## src/cobs_fd_pkg.sv

```systemverilog
// Shared widths, constants and defaults for the COBS frame decoder.
`timescale 1ns / 1ps

package cobs_fd_pkg;

  // Payload widths.
  localparam int unsigned BYTE_W = 8;
  localparam int unsigned LEN_W  = 13;

  // Special byte values of the COBS format.
  localparam logic [BYTE_W-1:0] CODE_FULL = 8'hFF;
  localparam logic [BYTE_W-1:0] BYTE_ZERO = 8'h00;

  // Default frame capacity and reset value of the length limit register.
  localparam int unsigned MAX_FRAME_BYTES_DEF = 4096;
  localparam logic [LEN_W-1:0] MAX_LEN_RESET  = 13'd4096;

  // Largest value a length field can hold.
  localparam int unsigned LEN_MAX = (1 << LEN_W) - 1;

endpackage

```

## src/cobs_fd_in_if.sv

```systemverilog
// Input channel of the COBS frame decoder: one encoded byte per beat.
`timescale 1ns / 1ps

interface cobs_fd_in_if;
  logic                             valid;
  logic                             ready;
  logic [cobs_fd_pkg::BYTE_W-1:0]   in_byte;
  logic                             last_byte;

  modport source (output valid, output in_byte, output last_byte, input ready);
  modport sink   (input valid, input in_byte, input last_byte, output ready);
endinterface

```

## src/cobs_fd_out_if.sv

```systemverilog
// Result channel of the COBS frame decoder: one result per input beat.
`timescale 1ns / 1ps

interface cobs_fd_out_if;
  logic                             valid;
  logic                             ready;
  logic                             out_valid;
  logic [cobs_fd_pkg::BYTE_W-1:0]   out_byte;
  logic                             frame_done;
  logic                             frame_error;
  logic [cobs_fd_pkg::LEN_W-1:0]    frame_length;

  modport source (output valid, output out_valid, output out_byte, output frame_done,
                  output frame_error, output frame_length, input ready);
  modport sink   (input valid, input out_valid, input out_byte, input frame_done,
                  input frame_error, input frame_length, output ready);
endinterface

```

## src/cobs_frame_decoder.sv

```systemverilog
// Top level of the streaming COBS frame decoder.
`timescale 1ns / 1ps

// Usage:
//   in_i carries one encoded byte per beat, with last_byte set on the final
//   byte of the frame; a 0x00 in that final byte is taken as the delimiter.
//   out_o carries exactly one result beat per input beat: out_valid and
//   out_byte give a decoded byte (copied, or an inserted zero), and on the
//   result of the final byte frame_done is set together with frame_error
//   and frame_length (0 when the frame failed).
//   cfg_we_i / cfg_wdata_i write the per-frame output limit; the limit in
//   force is the smaller of that register and MAX_FRAME_BYTES. Write it
//   only between frames while no result is pending.
//   The result beat of an accepted input beat appears in the next cycle.
//   Throughput is one byte per cycle while the receiver does not stall:
//   the decode step is a byte compare and a counter update feeding a
//   single result register. When the receiver stalls, the result register
//   holds its beat and the input is stalled in the same cycle; the input is
//   taken again in the cycle the held beat leaves. Reset empties the result
//   register, clears the frame state and sets the limit register to 4096.
module cobs_frame_decoder #(
  parameter int unsigned MAX_FRAME_BYTES = cobs_fd_pkg::MAX_FRAME_BYTES_DEF
) (
  input  logic                            clk_i,
  input  logic                            rst_ni,
  cobs_fd_in_if.sink                      in_i,
  cobs_fd_out_if.source                   out_o,
  input  logic                            cfg_we_i,
  input  logic [cobs_fd_pkg::LEN_W-1:0]   cfg_wdata_i
);

  localparam int unsigned BW = cobs_fd_pkg::BYTE_W;
  localparam int unsigned LW = cobs_fd_pkg::LEN_W;
  // Frame capacity clipped to what the length field can express.
  localparam int unsigned CAP_INT = (MAX_FRAME_BYTES < cobs_fd_pkg::LEN_MAX) ?
                                    MAX_FRAME_BYTES : cobs_fd_pkg::LEN_MAX;
  localparam logic [LW-1:0] CAP = LW'(CAP_INT);

  // Configuration and frame state.
  logic [LW-1:0] max_len_q;
  logic [BW-1:0] grp_rem_q, grp_rem_d;
  logic          full_q, full_d;
  logic          first_q, first_d;
  logic [LW-1:0] cnt_q, cnt_d;
  logic          err_q, err_d;

  // Result register.
  logic          res_vld_q;
  logic          ov_q, ov_d;
  logic [BW-1:0] ob_q, ob_d;
  logic          done_q, done_d;
  logic          ferr_q, ferr_d;
  logic [LW-1:0] flen_q, flen_d;

  logic          accept;
  logic          is_delim;
  logic          want_emit;
  logic [BW-1:0] emit_val;
  logic          overflow;
  logic          emit;
  logic          err_step;
  logic [BW-1:0] grp_step;
  logic          trunc_err;
  logic [LW-1:0] limit;

  // Handshake: a new beat enters whenever the result register is free or leaving.
  assign in_i.ready = !res_vld_q || out_o.ready;
  assign accept     = in_i.valid && in_i.ready;

  // Limit register.
  always_ff @(posedge clk_i or negedge rst_ni) begin
    if (!rst_ni) begin
      max_len_q <= cobs_fd_pkg::MAX_LEN_RESET;
    end else if (cfg_we_i) begin
      max_len_q <= cfg_wdata_i;
    end
  end

  assign limit = (max_len_q < CAP) ? max_len_q : CAP;

  // Decode one byte against the frame state.
  always_comb begin
    is_delim  = in_i.last_byte && (in_i.in_byte == cobs_fd_pkg::BYTE_ZERO);
    want_emit = 1'b0;
    emit_val  = cobs_fd_pkg::BYTE_ZERO;
    err_step  = err_q;
    grp_rem_d = grp_rem_q;
    full_d    = full_q;
    first_d   = first_q;

    if (!err_q && !is_delim) begin
      if (grp_rem_q != '0) begin
        // Data byte inside a group is copied out.
        want_emit = 1'b1;
        emit_val  = in_i.in_byte;
        grp_rem_d = grp_rem_q - BW'(1);
      end else if (in_i.in_byte == cobs_fd_pkg::BYTE_ZERO) begin
        err_step = 1'b1;
      end else begin
        // Code byte: insert the zero that ended the previous short group.
        want_emit = !first_q && !full_q;
      end
    end

    overflow = want_emit && (cnt_q >= limit);
    emit     = want_emit && !overflow;
    if (overflow) begin
      err_step = 1'b1;
    end

    // A code byte opens its group only if no error arose in this step.
    if (!err_q && !is_delim && (grp_rem_q == '0) && !err_step) begin
      grp_rem_d = in_i.in_byte - BW'(1);
      full_d    = (in_i.in_byte == cobs_fd_pkg::CODE_FULL);
      first_d   = 1'b0;
    end
    grp_step = grp_rem_d;

    cnt_d     = emit ? (cnt_q + LW'(1)) : cnt_q;
    trunc_err = !err_step && (grp_step != '0);
    err_d     = err_step;

    ov_d   = emit;
    ob_d   = emit ? emit_val : cobs_fd_pkg::BYTE_ZERO;
    done_d = in_i.last_byte;
    ferr_d = in_i.last_byte && (err_step || trunc_err);
    flen_d = (in_i.last_byte && !(err_step || trunc_err)) ? cnt_d : '0;

    // Frame end clears the frame state for the next frame.
    if (in_i.last_byte) begin
      grp_rem_d = '0;
      full_d    = 1'b0;
      first_d   = 1'b1;
      cnt_d     = '0;
      err_d     = 1'b0;
    end
  end

  // Frame state registers.
  always_ff @(posedge clk_i or negedge rst_ni) begin
    if (!rst_ni) begin
      grp_rem_q <= '0;
      full_q    <= 1'b0;
      first_q   <= 1'b1;
      cnt_q     <= '0;
      err_q     <= 1'b0;
    end else if (accept) begin
      grp_rem_q <= grp_rem_d;
      full_q    <= full_d;
      first_q   <= first_d;
      cnt_q     <= cnt_d;
      err_q     <= err_d;
    end
  end

  // Result valid flag.
  always_ff @(posedge clk_i or negedge rst_ni) begin
    if (!rst_ni) begin
      res_vld_q <= 1'b0;
    end else if (accept) begin
      res_vld_q <= 1'b1;
    end else if (out_o.ready) begin
      res_vld_q <= 1'b0;
    end
  end

  // Result payload.
  always_ff @(posedge clk_i) begin
    if (accept) begin
      ov_q   <= ov_d;
      ob_q   <= ob_d;
      done_q <= done_d;
      ferr_q <= ferr_d;
      flen_q <= flen_d;
    end
  end

  assign out_o.valid        = res_vld_q;
  assign out_o.out_valid    = ov_q;
  assign out_o.out_byte     = ob_q;
  assign out_o.frame_done   = done_q;
  assign out_o.frame_error  = ferr_q;
  assign out_o.frame_length = flen_q;

  // A failed frame reports no length.
  a_err_len_zero: assert property (@(posedge clk_i) disable iff (!rst_ni)
    (out_o.valid && out_o.frame_error) |-> (out_o.frame_length == '0))
    else $error("frame_error reported with nonzero frame_length");

  // Once an error is latched, a non-final beat emits nothing.
  a_err_silent: assert property (@(posedge clk_i) disable iff (!rst_ni)
    (accept && err_q && !in_i.last_byte) |=> (out_o.valid && !out_o.out_valid))
    else $error("decoded byte emitted after frame error");

  // The result of a final beat leaves the frame state cleared.
  a_frame_clear: assert property (@(posedge clk_i) disable iff (!rst_ni)
    (accept && in_i.last_byte) |=> (cnt_q == '0 && !err_q && first_q && grp_rem_q == '0))
    else $error("frame state not cleared after frame end");

  // An empty result register never stalls the input.
  a_ready_free: assert property (@(posedge clk_i) disable iff (!rst_ni)
    !res_vld_q |-> in_i.ready)
    else $error("input stalled with empty result register");

endmodule

```

## src/flat_wrapper.sv

```systemverilog
// flat-port wrapper written by rule: the top's interface ports become plain ports
module cobs_frame_decoder_flat 
#(
  parameter int unsigned MAX_FRAME_BYTES = cobs_fd_pkg::MAX_FRAME_BYTES_DEF
)
  (clk_i, rst_ni, cfg_we_i, cfg_wdata_i, in_i_valid, in_i_in_byte, in_i_last_byte, in_i_ready, out_o_valid, out_o_out_valid, out_o_out_byte, out_o_frame_done, out_o_frame_error, out_o_frame_length, out_o_ready);
  cobs_fd_in_if in_i_i ();
  cobs_fd_out_if out_o_i ();
  input  logic clk_i;
  input  logic rst_ni;
  input  logic cfg_we_i;
  input  logic [cobs_fd_pkg::LEN_W-1:0] cfg_wdata_i;
  input wire logic [$bits(in_i_i.valid)-1:0] in_i_valid;
  input wire logic [$bits(in_i_i.in_byte)-1:0] in_i_in_byte;
  input wire logic [$bits(in_i_i.last_byte)-1:0] in_i_last_byte;
  output wire logic [$bits(in_i_i.ready)-1:0] in_i_ready;
  output wire logic [$bits(out_o_i.valid)-1:0] out_o_valid;
  output wire logic [$bits(out_o_i.out_valid)-1:0] out_o_out_valid;
  output wire logic [$bits(out_o_i.out_byte)-1:0] out_o_out_byte;
  output wire logic [$bits(out_o_i.frame_done)-1:0] out_o_frame_done;
  output wire logic [$bits(out_o_i.frame_error)-1:0] out_o_frame_error;
  output wire logic [$bits(out_o_i.frame_length)-1:0] out_o_frame_length;
  input wire logic [$bits(out_o_i.ready)-1:0] out_o_ready;
  assign in_i_i.valid = in_i_valid;
  assign in_i_i.in_byte = in_i_in_byte;
  assign in_i_i.last_byte = in_i_last_byte;
  assign in_i_ready = in_i_i.ready;
  assign out_o_valid = out_o_i.valid;
  assign out_o_out_valid = out_o_i.out_valid;
  assign out_o_out_byte = out_o_i.out_byte;
  assign out_o_frame_done = out_o_i.frame_done;
  assign out_o_frame_error = out_o_i.frame_error;
  assign out_o_frame_length = out_o_i.frame_length;
  assign out_o_i.ready = out_o_ready;
  cobs_frame_decoder #(.MAX_FRAME_BYTES(MAX_FRAME_BYTES)) u_core (.clk_i(clk_i), .rst_ni(rst_ni), .in_i(in_i_i), .out_o(out_o_i), .cfg_we_i(cfg_we_i), .cfg_wdata_i(cfg_wdata_i));
endmodule
```

## config.mk

```make
export PLATFORM = sky130hd
export DESIGN_NAME = cobs_frame_decoder_flat
export DESIGN_NICKNAME = d
export VERILOG_FILES = /design/src/cobs_fd_pkg.sv /design/src/cobs_fd_in_if.sv /design/src/cobs_fd_out_if.sv /design/src/cobs_frame_decoder.sv /design/src/flat_wrapper.sv
export SDC_FILE = /design/constraint.sdc
export NUM_CORES = 1
export LEC_CHECK = 0
export BUFFER_PORTS_ARGS = -buffer_cell sky130_fd_sc_hd__buf_2
export CORE_UTILIZATION = 50
export DETAILED_ROUTE_END_ITERATION = 10
export HOLD_SLACK_MARGIN = 0.06
export PLACE_DENSITY = 0.71
export SYNTH_ARGS = -nofsm -noshare
export SYNTH_HDL_FRONTEND = slang
export SYNTH_SLANG_ARGS = --single-unit
```

## constraint.sdc

```tcl
create_clock -name clk_i -period 3.63 [get_ports clk_i]
set_clock_uncertainty 0.05 [all_clocks]
set_input_delay 0.363 -clock clk_i [delete_from_list [all_inputs] [get_ports clk_i]]
set_output_delay 0.363 -clock clk_i [all_outputs]
set_load 0.02 [all_outputs]
```

==> results.txt, run 1 <==
The net count of the finished layout is roughly 480. In this run the power density over the cells is approximately 680 nW/µm². Walking the worst path, the cells encountered are inv_1, ha_1, or3b_1, a2111oi_0, mux2i_1, o31ai_1, nor4_2, o21ai_4, o21a_1. The number of antenna violations at the first check in global routing is 0.

In this design, the largest share of critical-path delay is due to compound AO/OA/AOI/OAI gates. The final setup TNS came out at 0 ps. The count of flip-flops with a built-in enable after synthesis is 24. The post-synthesis instance area came out at 3820 µm². Data arrives at the worst endpoint at about 3400 ps. The highest cell delay on the worst timing path came out at roughly 470 ps. The number of flip-flops and latches in the synthesized netlist came out at 62.

The required time of the critical path is around 3700 ps. The synthesized design spends more area on one cell type than any other, namely sky130_fd_sc_hd__dfrtp_1. Ranked by total cell area, the synthesized netlist is headed by sky130_fd_sc_hd__dfrtp_1 24%, sky130_fd_sc_hd__edfxtp_1 19%, sky130_fd_sc_hd__ha_1 5.9%, sky130_fd_sc_hd__mux2_2 3.8%, sky130_fd_sc_hd__nand2_1 3.6%. Of the synthesized area, sequential elements account for roughly 44%.

The fraction of registers with async set/reset is approximately three fifths. The peak supply drop is around 0.29 mV. The row count came out at 31.

The first global-routing pass estimated between 10000 and 15000 µm of wire. The number of hold-slack violations in the final timing report came to 0. The post-synthesis cell type count is 65. The post-cts gate resize count came out at 0. Setup repair after global routing left no endpoint under its margin.

At the end of routability-driven placement, the weighted congestion stood at approximately 0.94. The starting utilization of the core area is 52.1%. The number of vias per cell is roughly 6. TritonCTS created 9 clock buffers. The worst setup path is launched from a flop.

The sequential share of power is approximately 33%. The area share of the largest cell type after synthesis came out at a little under a quarter. The number of synthesis warnings is 0. In this run, the number of DRC markers left after iteration 0 of detailed routing was around 300. The post-DP HPWL is 6000 µm. The count of buffers from port buffering came out at 52. The number of buffers on the longest clock path came out at 2. The cell at the root of the clock tree is sky130_fd_sc_hd__clkbuf_8.

The run finished with clean final reports. The maximum clock frequency is roughly 300 MHz. The CTS H-tree depth is 3.

The part of the cycle the worst path needs is between 90% and 100%. The worst hold path belongs to the class in2async. The fraction of final layout cells with drive strength greater than 1 came out at a little over a quarter.

The number of primary I/O pins came out at 53. The first-pass iteration count of the detailed router came out at 5. Among all stages on the critical path, the largest delay is contributed by sky130_fd_sc_hd__a2111oi_0.

The internal power contribution came out at roughly 1.8 mW. STA classifies the critical path endpoint as a flop. Global routing used a little under a quarter of the available tracks across all layers. The post-synthesis net count came out at 420. The max capacitance violation total is 0. The final-report setup violation count came out at 0. The clock network accounts for between 20% and 30% of the total power. The proportion of total power due to net switching came out at 40.8%. The average detailed-routed wire length per instance is ~16 µm. The switching power is approximately 1.2 mW.

The total inserted antenna cells came out at 0. The horizontal die dimension came out at a little under 90 µm. The routed layout has approximately 3100 vias. The tightest slew margin relative to the limit is 40.3%. Across the whole layout, storage elements account for 1670 µm². The number of global-route vias before repair is 2912. The overall power came out at 2.97 mW. The area of the multi-input gates came out at around 2000 µm².

The leftover overflow at the end of global routing came out at 0. The worst setup path is of the reg2reg kind. The synthesized area per cell is around 10 µm². Clock tree synthesis found a total of between 60 and 70 sinks. The later pin in the worst-skew pair is clocked with a latency of ~350 ps. The number of fill cells is 619.

For the pin with the worst max-slew slack, the measured transition is 895 ps. The setup fix buffers added after clock tree synthesis came out at 0. The number of placed instances, taps included, is around 520.

The count of non-filler cells in the finished layout is around 530. The number of nets still failing antenna checks after routing came out at 0. The overall die area is 8000 µm². The vertical die dimension is 89.4 µm. The post-layout utilization of the core is 60.0%. The most used flip-flop cell after synthesis is sky130_fd_sc_hd__dfrtp_1. The final layout contains routed wiring with a total length of between 8000 and 9000 µm.

The gate count of the mapped netlist came out at roughly 380. The logic gate share of total power is 44.1%. The post-synthesis to final-layout area growth came out at 15.0%.

The clock transition at the registers of the reported paths came out at around 80 ps. The maximum fanout count along the critical path came out at 14. The shortest period the worst path allows is 3310 ps. The number of buffer and inverter instances along the worst setup path came out at 1. TritonCTS built the clock tree.

The quantity of hold-fixing buffers added after cts is 0. For this design the static power due to leakage is approximately 1.9 nW. The maximum number of pins on one net before global-route repair came out at 39. The detailed-route DRC error count came out at 0. The final count of pins violating max slew came to 0. The standard cell core area came out at between 7000 and 8000 µm².
[cells in the mapped netlist, types with 6 or more instances]
master and count:
sky130_fd_sc_hd__nor3_1 9, sky130_fd_sc_hd__mux2_2 13, sky130_fd_sc_hd__xnor2_1 14, sky130_fd_sc_hd__nand2_1 37, sky130_fd_sc_hd__inv_1 18, sky130_fd_sc_hd__clkbuf_1 6
sky130_fd_sc_hd__o31ai_1 7, sky130_fd_sc_hd__dfrtp_1 36, sky130_fd_sc_hd__nor3_2 11, sky130_fd_sc_hd__nand3_1 9, sky130_fd_sc_hd__edfxtp_1 24, sky130_fd_sc_hd__o21ai_0 21
sky130_fd_sc_hd__and3_1 6, sky130_fd_sc_hd__a21oi_1 13, sky130_fd_sc_hd__ha_1 18, sky130_fd_sc_hd__a21o_1 6, sky130_fd_sc_hd__nor2_1 25
[layout make-up]
cell class                 instances  share of cell area [%]
multi-input combinational        281                    45.6
sequential                        62                    38.1
timing repair buffer              58                    6.94
clock buffer                       9                    2.82
tap                               99                    2.82
clock inverter                     7                    2.19
inverter                          18                    1.54
[cells in the final DEF (no fill, tap or decap), drive strengths merged, types with 2 or more instances in the layout]
cell type  instances
clkbuf             9
dfrtp             36
o32ai              3
nor3              21
or4                3
a21oi             14
inv               19
or3                4
bufinv             2
nor2              26
o21ai             26
clkinv             4
o211ai             4
a2111oi            2
nor3b              2
a211oi             5
nand3              9
o22ai              4
o31ai              7
nor4               8
dfstp              2
a21o               6
nor2b              5
mux2              13
nand2             37
ha                18
nand2b             5
buf               58
xor2               4
a32o               2
nand4              5
xnor2             14
and3               6
or2                2
a22o               4
o21a               4
mux2i              3
edfxtp            24
[state kept, by name, indices dropped and copies added, names as in the netlist]
signal / flops
u_core.max_len_q: 13
u_core.out_o.out_valid: 1
u_core.out_o.frame_error: 1
u_core.full_q: 1
u_core.out_o.frame_length: 13
u_core.out_o.frame_done: 1
u_core.out_o.out_byte: 8
u_core.err_q: 1
u_core.grp_rem_q: 8
u_core.cnt_q: 13
u_core.first_q: 1
u_core.out_o.valid: 1
[power by group through the flow]
| stage | clock network [mW] | registers, mW | logic, mW |
|---|---|---|---|
| after global placement | 0 | 0.978 | 1.26 |
| after floorplan | 0 | 0.978 | 0.968 |
| final | 0.689 | 0.973 | 1.31 |
| after detailed placement | 0 | 0.985 | 1.26 |
| after CTS | 0.698 | 0.970 | 1.28 |
| after global routing | 0.725 | 0.990 | 1.44 |
[metal layers]
layer	share of wire (%)	GRT usage (%)
met5	0	0
met1	49	33.8
met3	5.9	4.71
met4	2.2	10.2
met2	43	34.8
[cells by family after synthesis]
logic type | share of synthesized area [%]
fa+ha+maj | 5.89
simple gates | 21.4
xor+xnor | 4.12
buf+inv | 3.93
mux | 4.62
flops | 43.8
compound gates | 16.2
[per-stage QoR]
stage / setup WS, ps / hold slack (ps) / cell area [µm²]
finish: 317 / 85.7 / 4400
floorplan: 647 / 17.4 / 3820
detailed placement: 332 / 433 / 4170
CTS: 202 / 108 / 4390
global placement: 453 / 422 / 4170
global route: 10.0 / 160 / 4400
[final timing paths]
path	start	endpoint	slack [ps]	cells past startpoint
max reg2reg	u_core.grp_rem_q[1]	u_core.out_o.frame_error	320	9
max	u_core.grp_rem_q[1]	u_core.out_o.frame_error	320	9
min reg2reg	u_core.first_q	u_core.first_q	440	2
max in group asynchronous	rst_ni	u_core.full_q	2890	1
min	rst_ni	u_core.grp_rem_q[6]	90	1
min in group clk_i	in_i_valid	u_core.out_o.valid	160	2
No activity file was read; power rests on OpenSTA's default activity.
==> run 2: changes to the inputs <==
ABC_AREA = 1   (was default)
CAP_MARGIN = 40   (was default)
==> run 2 against run 1 <==
  * Maximum frequency increased by 12%
  * Design area decreased by 4.7%
  * Sequential cell count unchanged
  * First-iteration DRC count decreased by 52%
  * Largest power group unchanged
  * Highest routed layer unchanged
==> results.txt, run 2 <==
The CTS H-tree depth is 3 (unchanged). The post-synthesis cell type count is 35 (was 65). The most used flip-flop cell after synthesis is sky130_fd_sc_hd__dfrtp_1 (unchanged). The number of cells after detailed placement came out at 556 (was 518). The slowest stage cell on the critical path was sky130_fd_sc_hd__dfstp_2 (was sky130_fd_sc_hd__a2111oi_0). Commonest cells after routing, fill and taps aside: 107 x sky130_fd_sc_hd__nand2_1, 52 x sky130_fd_sc_hd__buf_2, 43 x sky130_fd_sc_hd__nor2_1, 42 x sky130_fd_sc_hd__inv_1, 36 x sky130_fd_sc_hd__dfrtp_1 (was 52 x sky130_fd_sc_hd__buf_2, 37 x sky130_fd_sc_hd__nand2_1, 36 x sky130_fd_sc_hd__dfrtp_1, 25 x sky130_fd_sc_hd__nor2_1, 24 x sky130_fd_sc_hd__edfxtp_1).

The data arrival time of the critical path is 2990 ps (was 3370 ps). The average detailed-routed wire length per instance is 12.4 µm (was 16.0 µm). The critical path launch point type was a flop (unchanged). The number of antenna violations at the first check in global routing came out at 0 (unchanged). The maximum fanout count along the critical path is 13 (was 14). The most frequent cell on the critical path is sky130_fd_sc_hd__nand2_1. The area share of the largest cell type after synthesis is 25.1% (was 23.6%). The sink count of the clock tree came out at 62 (unchanged). The count of buffers from port buffering was 52 (unchanged).

The final RePlAce weighted congestion came out at 0.869 (was 0.937). The static leakage power came out at 1.96 nW (was 1.86 nW). The part of the cycle the worst path needs came out at 81.2% (was 91.3%). The fraction of the yosys area taken by sequential cells came to 46.7% (was 43.8%). The number of fill cells came out at 591 (was 619). The final-report setup violation count is 0 (unchanged). The cell type with the largest total area after synthesis is sky130_fd_sc_hd__dfrtp_1 (unchanged). The clock network latency to the later pin of the worst-skew pair is 350 ps (about the same).

The number of hold-slack violations in the final timing report is 0 (unchanged). The number of buffers on the longest clock path was 2 (unchanged). The total number of vias came to 2898 (was 3133).

The post-layout utilization of the core was 61.0% (was 60.0%). The post-synthesis net count was 459 (was 420). The row count came out at 30 (was 31). The synthesized area per cell is 8.67 µm² (was 10.2 µm²).

The wire length reported by the detailed router came to 7090 µm (was 8560 µm). The standard cell area after detailed placement is 3960 µm² (was 4170 µm²). The post-synthesis instance area was 3590 µm² (was 3820 µm²). The number of buffers inserted during clock tree synthesis is 9 (unchanged). The tightest slew margin relative to the limit was 61.9% (was 40.3%). The number of global-route vias before repair came out at 2712 (was 2912). The element type at the critical path end is a flop (unchanged). The power per cell area is 711 nW/µm² (was 676 nW/µm²). The overall die area is 7520 µm² (was 8000 µm²). Commonest cells in the netlist: 107 x sky130_fd_sc_hd__nand2_1, 43 x sky130_fd_sc_hd__nor2_1, 42 x sky130_fd_sc_hd__inv_1 (was 37 x sky130_fd_sc_hd__nand2_1, 36 x sky130_fd_sc_hd__dfrtp_1, 25 x sky130_fd_sc_hd__nor2_1). Status: finished, final reports clean (unchanged).

The number of synthesis warnings came out at 0 (unchanged). The transition time of the tightest slew-check pin is 569 ps (was 895 ps). The total inserted antenna cells came out at 0 (unchanged). The count of routing violations after the opening detailed-route iteration came out at 143 (was 295). The first-pass iteration count of the detailed router is 4 (was 5). The number of vias per cell is 5.06 (was 5.87). Main area contributors after synthesis: sky130_fd_sc_hd__dfrtp_1 25%, sky130_fd_sc_hd__edfxtp_1 20%, sky130_fd_sc_hd__nand2_1 11%, sky130_fd_sc_hd__ha_1 6.3%, sky130_fd_sc_hd__nor2_1 4.5% (was sky130_fd_sc_hd__dfrtp_1 24%, sky130_fd_sc_hd__edfxtp_1 19%, sky130_fd_sc_hd__ha_1 5.9%, sky130_fd_sc_hd__mux2_2 3.8%, sky130_fd_sc_hd__nand2_1 3.6%).

The clock transition at the registers of the reported paths is 70 ps (was 80 ps). The post-synthesis to final-layout area growth is 16.8% (was 15.0%). The number of primary I/O pins came out at 53 (unchanged). The cell at the root of the clock tree was sky130_fd_sc_hd__clkbuf_8 (unchanged). The worst min-delay path class was in2reg (was in2async). The highest cell delay on the worst timing path came out at 530 ps (was 470 ps). The finished layout cell area was 4190 µm² (was 4400 µm²). The max capacitance violation total came out at 0 (unchanged).

The count of flip-flops with a built-in enable after synthesis was 24 (unchanged). The standard cell core area came to 6870 µm² (was 7330 µm²). The maximum number of pins on one net before global-route repair is 39 (unchanged). The starting utilization of the core area is 52.2% (was 52.1%).

The final setup TNS is 0 ps (unchanged). Unrepaired setup endpoints after global routing: false (unchanged). The final count of pins violating max slew came out at 0 (unchanged). The first-pass GRT wire length is 12300 µm (was 14100 µm). The detailed-route DRC error count came to 0 (unchanged). The fraction of registers with async set/reset came to 61.3% (unchanged).

The maximum clock frequency came out at 339 MHz (was 302 MHz). The horizontal die dimension is 86.7 µm (was 89.4 µm). The post-DP HPWL came out at 5340 µm (was 6000 µm).

The gate count of the mapped netlist came out at 414 (was 375). The number of nets still failing antenna checks after routing came to 0 (unchanged). The shortest period the worst path allows is 2950 ps (was 3310 ps). The count of non-filler cells in the finished layout was 573 (was 534). The type of the setup path with the least slack is reg2reg (unchanged).

The number of flip-flops and latches in the synthesized netlist is 62 (unchanged). The fraction of final layout cells with drive strength greater than 1 came out at 23.9% (was 27.1%). The peak supply drop was 0.272 mV (was 0.289 mV). The vertical die dimension came out at 86.7 µm (was 89.4 µm).

The net count of the finished layout came out at 517 (was 475). The clock tree from TritonCTS was done (unchanged). The required time of the critical path came out at 3670 ps (was 3690 ps). The worst-case hold slack was 177 ps (was 85.7 ps). The total routing usage reported by global routing is 21.4% (was 23.7%). The most common library cell in the layout ignoring fill and taps is sky130_fd_sc_hd__nand2_1 (was sky130_fd_sc_hd__buf_2). The most frequent cell after synthesis is sky130_fd_sc_hd__nand2_1 (unchanged). The leftover overflow at the end of global routing came out at 0 (unchanged).

Critical path, cell by cell: inv_1, nand2_1, ha_1, nand2_1, inv_1, o21bai_1, nand2_1, nand2_1, nand3_1, inv_1, nand2_1, inv_1, nand3_1, inv_1, nand2_1, xor2_1, nor2_2 (was inv_1, ha_1, or3b_1, a2111oi_0, mux2i_1, o31ai_1, nor4_2, o21ai_4, o21a_1).
run 2: cell count changes after synthesis, moves of 7 or more:
cell / before / now
sky130_fd_sc_hd__o21ai_0: 21 / 28
sky130_fd_sc_hd__a21oi_1: 13 / 4
sky130_fd_sc_hd__nand2_1: 37 / 107
sky130_fd_sc_hd__xnor2_1: 14 / 1
sky130_fd_sc_hd__xor2_1: 4 / 18
sky130_fd_sc_hd__nand3_1: 9 / 17
sky130_fd_sc_hd__nor2_2: 0 / 15
sky130_fd_sc_hd__nor2_1: 25 / 43
sky130_fd_sc_hd__nor3_2: 11 / 0
sky130_fd_sc_hd__inv_1: 18 / 42
sky130_fd_sc_hd__nor3_1: 9 / 1
run 2: per-layer routing:
metal	GRT usage (%)	up-vias	share of wire, %
met3	4.10	8	4.7
met4	10.0	0	1.9
met2	32.3	92	43
li1	-	1469	-
met1	29.8	1329	50
met5	0	-	0
run 2: what timing repair did:
item                      4_1_cts  5_1_grt
setup buffers                   0        0
hold endpoints to repair       11        0
hold buffers                    1        0
resized for setup               0        0
run 2: worst max-delay path: cells and delay by family, from the launching register on:
| kind | cells | cell delay [ps] |
|---|---|---|
| and+or+nand+nor | 9 | 890 |
| adders and majority gates | 1 | 240 |
| DFF | 1 | 530 |
| xor gates and xnor gates | 1 | 190 |
| AOI/OAI and AO/OA | 1 | 130 |
| buffers and inverters | 5 | 670 |
run 2: through the flow:
stage | worst slack (ps) | power [mW]
finish | 683 | 2.98
global route | 378 | 3.23
CTS | 688 | 2.99
detailed placement | 722 | 2.30
global placement | 861 | 2.27
floorplan | 1050 | 1.99
run 2: kinds of logic after synthesis:
logic type      share of synthesized area [%]
xor+xnor                                 4.64
compound gates                           7.15
flops                                    46.7
mux                                      3.45
fa+ha+maj                                6.28
buf+inv                                  6.03
simple gates                             25.8
run 2: report_power, final:
part | internal, mW | switching [mW] | total, mW
combinational | 0.432 | 0.883 | 1.31
sequential | 0.888 | 0.101 | 0.988
clock | 0.388 | 0.290 | 0.678
run 2: worst paths after layout:
path | start | end | slack (ps) | cells after the start
min | cfg_wdata_i[0] | u_core.max_len_q[0] | 180 | 3
max reg2reg | u_core.max_len_q[12] | u_core.out_o.frame_length[10] | 680 | 17
min reg2reg | u_core.full_q | u_core.full_q | 430 | 2
max in group asynchronous | rst_ni | u_core.first_q | 2640 | 3
max | u_core.max_len_q[12] | u_core.out_o.frame_length[10] | 680 | 17
min in group asynchronous | rst_ni | u_core.cnt_q[5] | 380 | 2
run 2: area by class of cell:
| cell class | instances | area, µm² | area share [%] |
|---|---|---|---|
| flip-flops and latches | 62 | 1670 | 40.0 |
| multi-input cells | 298 | 1700 | 40.5 |
| clock buffers | 9 | 124 | 2.96 |
| well taps | 96 | 120 | 2.87 |
| inverters | 46 | 178 | 4.24 |
| clock inverters | 7 | 98.8 | 2.36 |
| repair buffers | 55 | 298 | 7.11 |
==> run 3: changes to the inputs <==
clock period = 2.8 ns   (was 3.63 ns; I/O delays follow)
==> run 3 against run 2 <==
  * The flow now finishes with violations (negative setup slack)
  * Die area unchanged
  * Design area up 14%
  * Combinational power up 82%
  * Total power up 56%
  * Setup slack worse by 830 ps
  * Hold slack worse by 68 ps
  * Register-to-register slack worse by 830 ps
  * Critical path depth up 2
  * Cell count up 3.5%
  * Sequential share of layout area down 4.9 points
  * Largest power group unchanged
==> results.txt, run 3 (synthesized netlist as in run 2, its figures left out) <==
Status: finished with violations (was finished, final reports clean). The checks that failed: negative setup slack. The shortest period the worst path allows is 2950 ps (about the same). The worst hold endpoint was u_core.max_len_q[12] (was u_core.max_len_q[0]). The sink count of the clock tree is 62 (unchanged).

The final setup TNS came to -1590 ps (was 0 ps). The horizontal die dimension came out at 86.7 µm (unchanged). The startpoint of the most critical register-to-register path is u_core.max_len_q[12] (unchanged). The slowest stage cell on the critical path was sky130_fd_sc_hd__dfstp_2 (unchanged). The number of buffers on the longest clock path was 2 (unchanged). The finished layout cell area was 4780 µm² (was 4190 µm²). The first-pass GRT wire length came out at 13300 µm (was 12300 µm).

The slack of the worst reg-to-reg path is -150 ps (was 680 ps). The type of the setup path with the least slack is reg2reg (unchanged). The number of global-route vias before repair came out at 2886 (was 2712). The part of the cycle the worst path needs was 105% (was 81.2%).

The data arrival time of the critical path came out at 3110 ps (was 2990 ps). The maximum clock frequency is 339 MHz (about the same). The most common library cell in the layout ignoring fill and taps was sky130_fd_sc_hd__nand2_1 (unchanged). The post-layout utilization of the core is 69.6% (was 61.0%). The wire length reported by the detailed router was 8710 µm (was 7090 µm). The count of buffers from port buffering came out at 52 (unchanged). The clock transition at the registers of the reported paths was 70 ps (about the same). The peak supply drop came out at 0.403 mV (was 0.272 mV). The clock tree from TritonCTS was done (unchanged). The number of cells after detailed placement came to 559 (was 556).

The destination of the worst register-to-register timing path was u_core.out_o.frame_length[3] (was u_core.out_o.frame_length[10]). The total routing usage reported by global routing is 23.1% (was 21.4%). The standard cell area after detailed placement came out at 3990 µm² (was 3960 µm²).

The number of vias per cell is 5.25 (was 5.06). Unrepaired setup endpoints after global routing: true (was false). The fraction of final layout cells with drive strength greater than 1 came out at 38.8% (was 23.9%). The source of the critical timing path was u_core.max_len_q[12] (unchanged). The overall die area came out at 7520 µm² (unchanged).

The maximum fanout count along the critical path is 7 (was 13). The clock network latency to the later pin of the worst-skew pair came out at 350 ps (about the same). The post-DP HPWL is 5370 µm (was 5340 µm). The final RePlAce weighted congestion was 0.909 (was 0.869).

The total inserted antenna cells is 0 (unchanged). The required time of the critical path was 2960 ps (was 3670 ps). The depth of the worst hold-timing path came to 3 (unchanged). The tightest slew margin relative to the limit is 67.1% (was 61.9%).

The number of fill cells is 493 (was 591). The average detailed-routed wire length per instance was 14.7 µm (was 12.4 µm). The number of antenna violations at the first check in global routing came to 0 (unchanged). The detailed-route DRC error count came out at 0 (unchanged).

The starting utilization of the core area is 52.2% (unchanged). The net count of the finished layout came to 537 (was 517). The count of cells along the worst register-to-register path came out at 19 (was 17). The element type at the critical path end is a flop (unchanged). The number of nets still failing antenna checks after routing is 0 (unchanged). The static leakage power is 2.14 nW (was 1.96 nW). The count of routing violations after the opening detailed-route iteration is 220 (was 143). The first-pass iteration count of the detailed router is 4 (unchanged). The critical path launch point type is a flop (unchanged). The final count of pins violating max slew is 0 (unchanged). The power per cell area was 973 nW/µm² (was 711 nW/µm²). The startpoint of the worst hold path was cfg_wdata_i[12] (was cfg_wdata_i[0]). The total number of vias came out at 3115 (was 2898).

Commonest cells after routing, fill and taps aside: 78 x sky130_fd_sc_hd__nand2_1, 52 x sky130_fd_sc_hd__buf_2, 40 x sky130_fd_sc_hd__inv_1, 36 x sky130_fd_sc_hd__dfrtp_1, 33 x sky130_fd_sc_hd__nor2_1 (was 107 x sky130_fd_sc_hd__nand2_1, 52 x sky130_fd_sc_hd__buf_2, 43 x sky130_fd_sc_hd__nor2_1, 42 x sky130_fd_sc_hd__inv_1, 36 x sky130_fd_sc_hd__dfrtp_1). The post-route worst setup slack came to -148 ps (was 683 ps). The number of buffers inserted during clock tree synthesis is 9 (unchanged). Critical path, cell by cell: clkinvlp_4, buf_8, nand2_2, ha_4, nand2_2, nor2_2, nand2_2, nor2_4, nor2_4, nand3_4, nand2_4, buf_12, nand4_1, nand2_2, nor2_2, nand2_2, nor2_4, nand2_4, nor2_2 (was inv_1, nand2_1, ha_1, nand2_1, inv_1, o21bai_1, nand2_1, nand2_1, nand3_1, inv_1, nand2_1, inv_1, nand3_1, inv_1, nand2_1, xor2_1, nor2_2).

The final-report setup violation count is 14 (was 0). The vertical die dimension is 86.7 µm (unchanged). The post-synthesis to final-layout area growth came out at 33.2% (was 16.8%). The max capacitance violation total is 0 (unchanged). The maximum number of pins on one net before global-route repair came out at 39 (unchanged). The worst min-delay path class is in2reg (unchanged). The most frequent cell on the critical path is sky130_fd_sc_hd__nand2_2 (was sky130_fd_sc_hd__nand2_1). The highest cell delay on the worst timing path is 570 ps (was 530 ps). The transition time of the tightest slew-check pin is 492 ps (was 569 ps). The number of hold-slack violations in the final timing report came to 0 (unchanged). The CTS H-tree depth is 3 (unchanged). The cell at the root of the clock tree is sky130_fd_sc_hd__clkbuf_8 (unchanged).

The number of primary I/O pins is 53 (unchanged). The row count came out at 30 (unchanged). The count of non-filler cells in the finished layout is 593 (was 573). The leftover overflow at the end of global routing is 0 (unchanged). The standard cell core area came out at 6870 µm² (unchanged).
==> run 3: cell types whose count changed in the layout (fill, tap and decap cells not counted), sizes merged <==
cell    change
buf        +19
clkbuf      +2
inv         -1
nand2       +1
clkinv      -2
bufinv      +1
==> run 3: cell type report <==
class / instances / area, µm² / share of cell area, %
clock buffers: 11 / 131 / 2.75
clock inverters: 5 / 98.8 / 2.07
inverters: 46 / 181 / 3.80
multi-input cells: 299 / 2090 / 43.7
flip-flops and latches: 62 / 1670 / 35.0
well taps: 96 / 120 / 2.51
repair buffers: 74 / 483 / 10.1
==> run 3: how the worst max path moves through the flow <==
stage	cells past startpoint	slack, ps	to
5_1_grt	19	-290	u_core.out_o.frame_length[10]
3_5_place_dp	18	-90	u_core.out_o.frame_length[0]
3_3_place_gp	18	20	u_core.out_o.frame_length[12]
2_1_floorplan	17	220	u_core.out_o.frame_length[4]
4_1_cts	19	-10	u_core.out_o.frame_length[12]
6_report	19	-150	u_core.out_o.frame_length[3]
==> run 3: stage by stage <==
step	power, mW	hold WS [ps]	setup WS [ps]
final	4.65	109	-148
after global routing	4.94	121	-290
after CTS	4.28	115	-15.0
after detailed placement	3.01	222	-85.5
after global placement	2.97	385	18.7
after floorplan	2.59	-65.6	217
==> run 3: worst max-delay path: cells and delay by family (launching register included) <==
kind                       cells  cell delay [ps]
and+or+nand+nor               15             1520
DFF                            1              570
buffers and inverters          3              540
adders and majority gates      1              130
==> run 3: timing repair <==
action | 4_1_cts | 5_1_grt
gates resized for setup | 37 | 51
buffers inserted | 10 | 6
endpoints found under the setup margin | 13 | 27
hold endpoints to repair | 18 | 0
gates cloned | 1 | 0
pin swaps | 20 | 31
hold buffers | 1 | 0
==> run 3: where the power goes <==
part | internal (mW) | switching, mW | total, mW
Combinational | 0.943 | 1.44 | 2.39
Clock | 0.588 | 0.357 | 0.945
Sequential | 1.15 | 0.167 | 1.32
Total | 2.68 | 1.97 | 4.65
==> run 3: routing by layer <==
layer | wire, µm | global-route usage (%) | part of all wire, %
met5 | 0 | 0 | 0
met4 | 137 | 8.94 | 1.6
met3 | 437 | 4.19 | 5.0
met2 | 4330 | 37.7 | 50
met1 | 3800 | 30.7 | 44
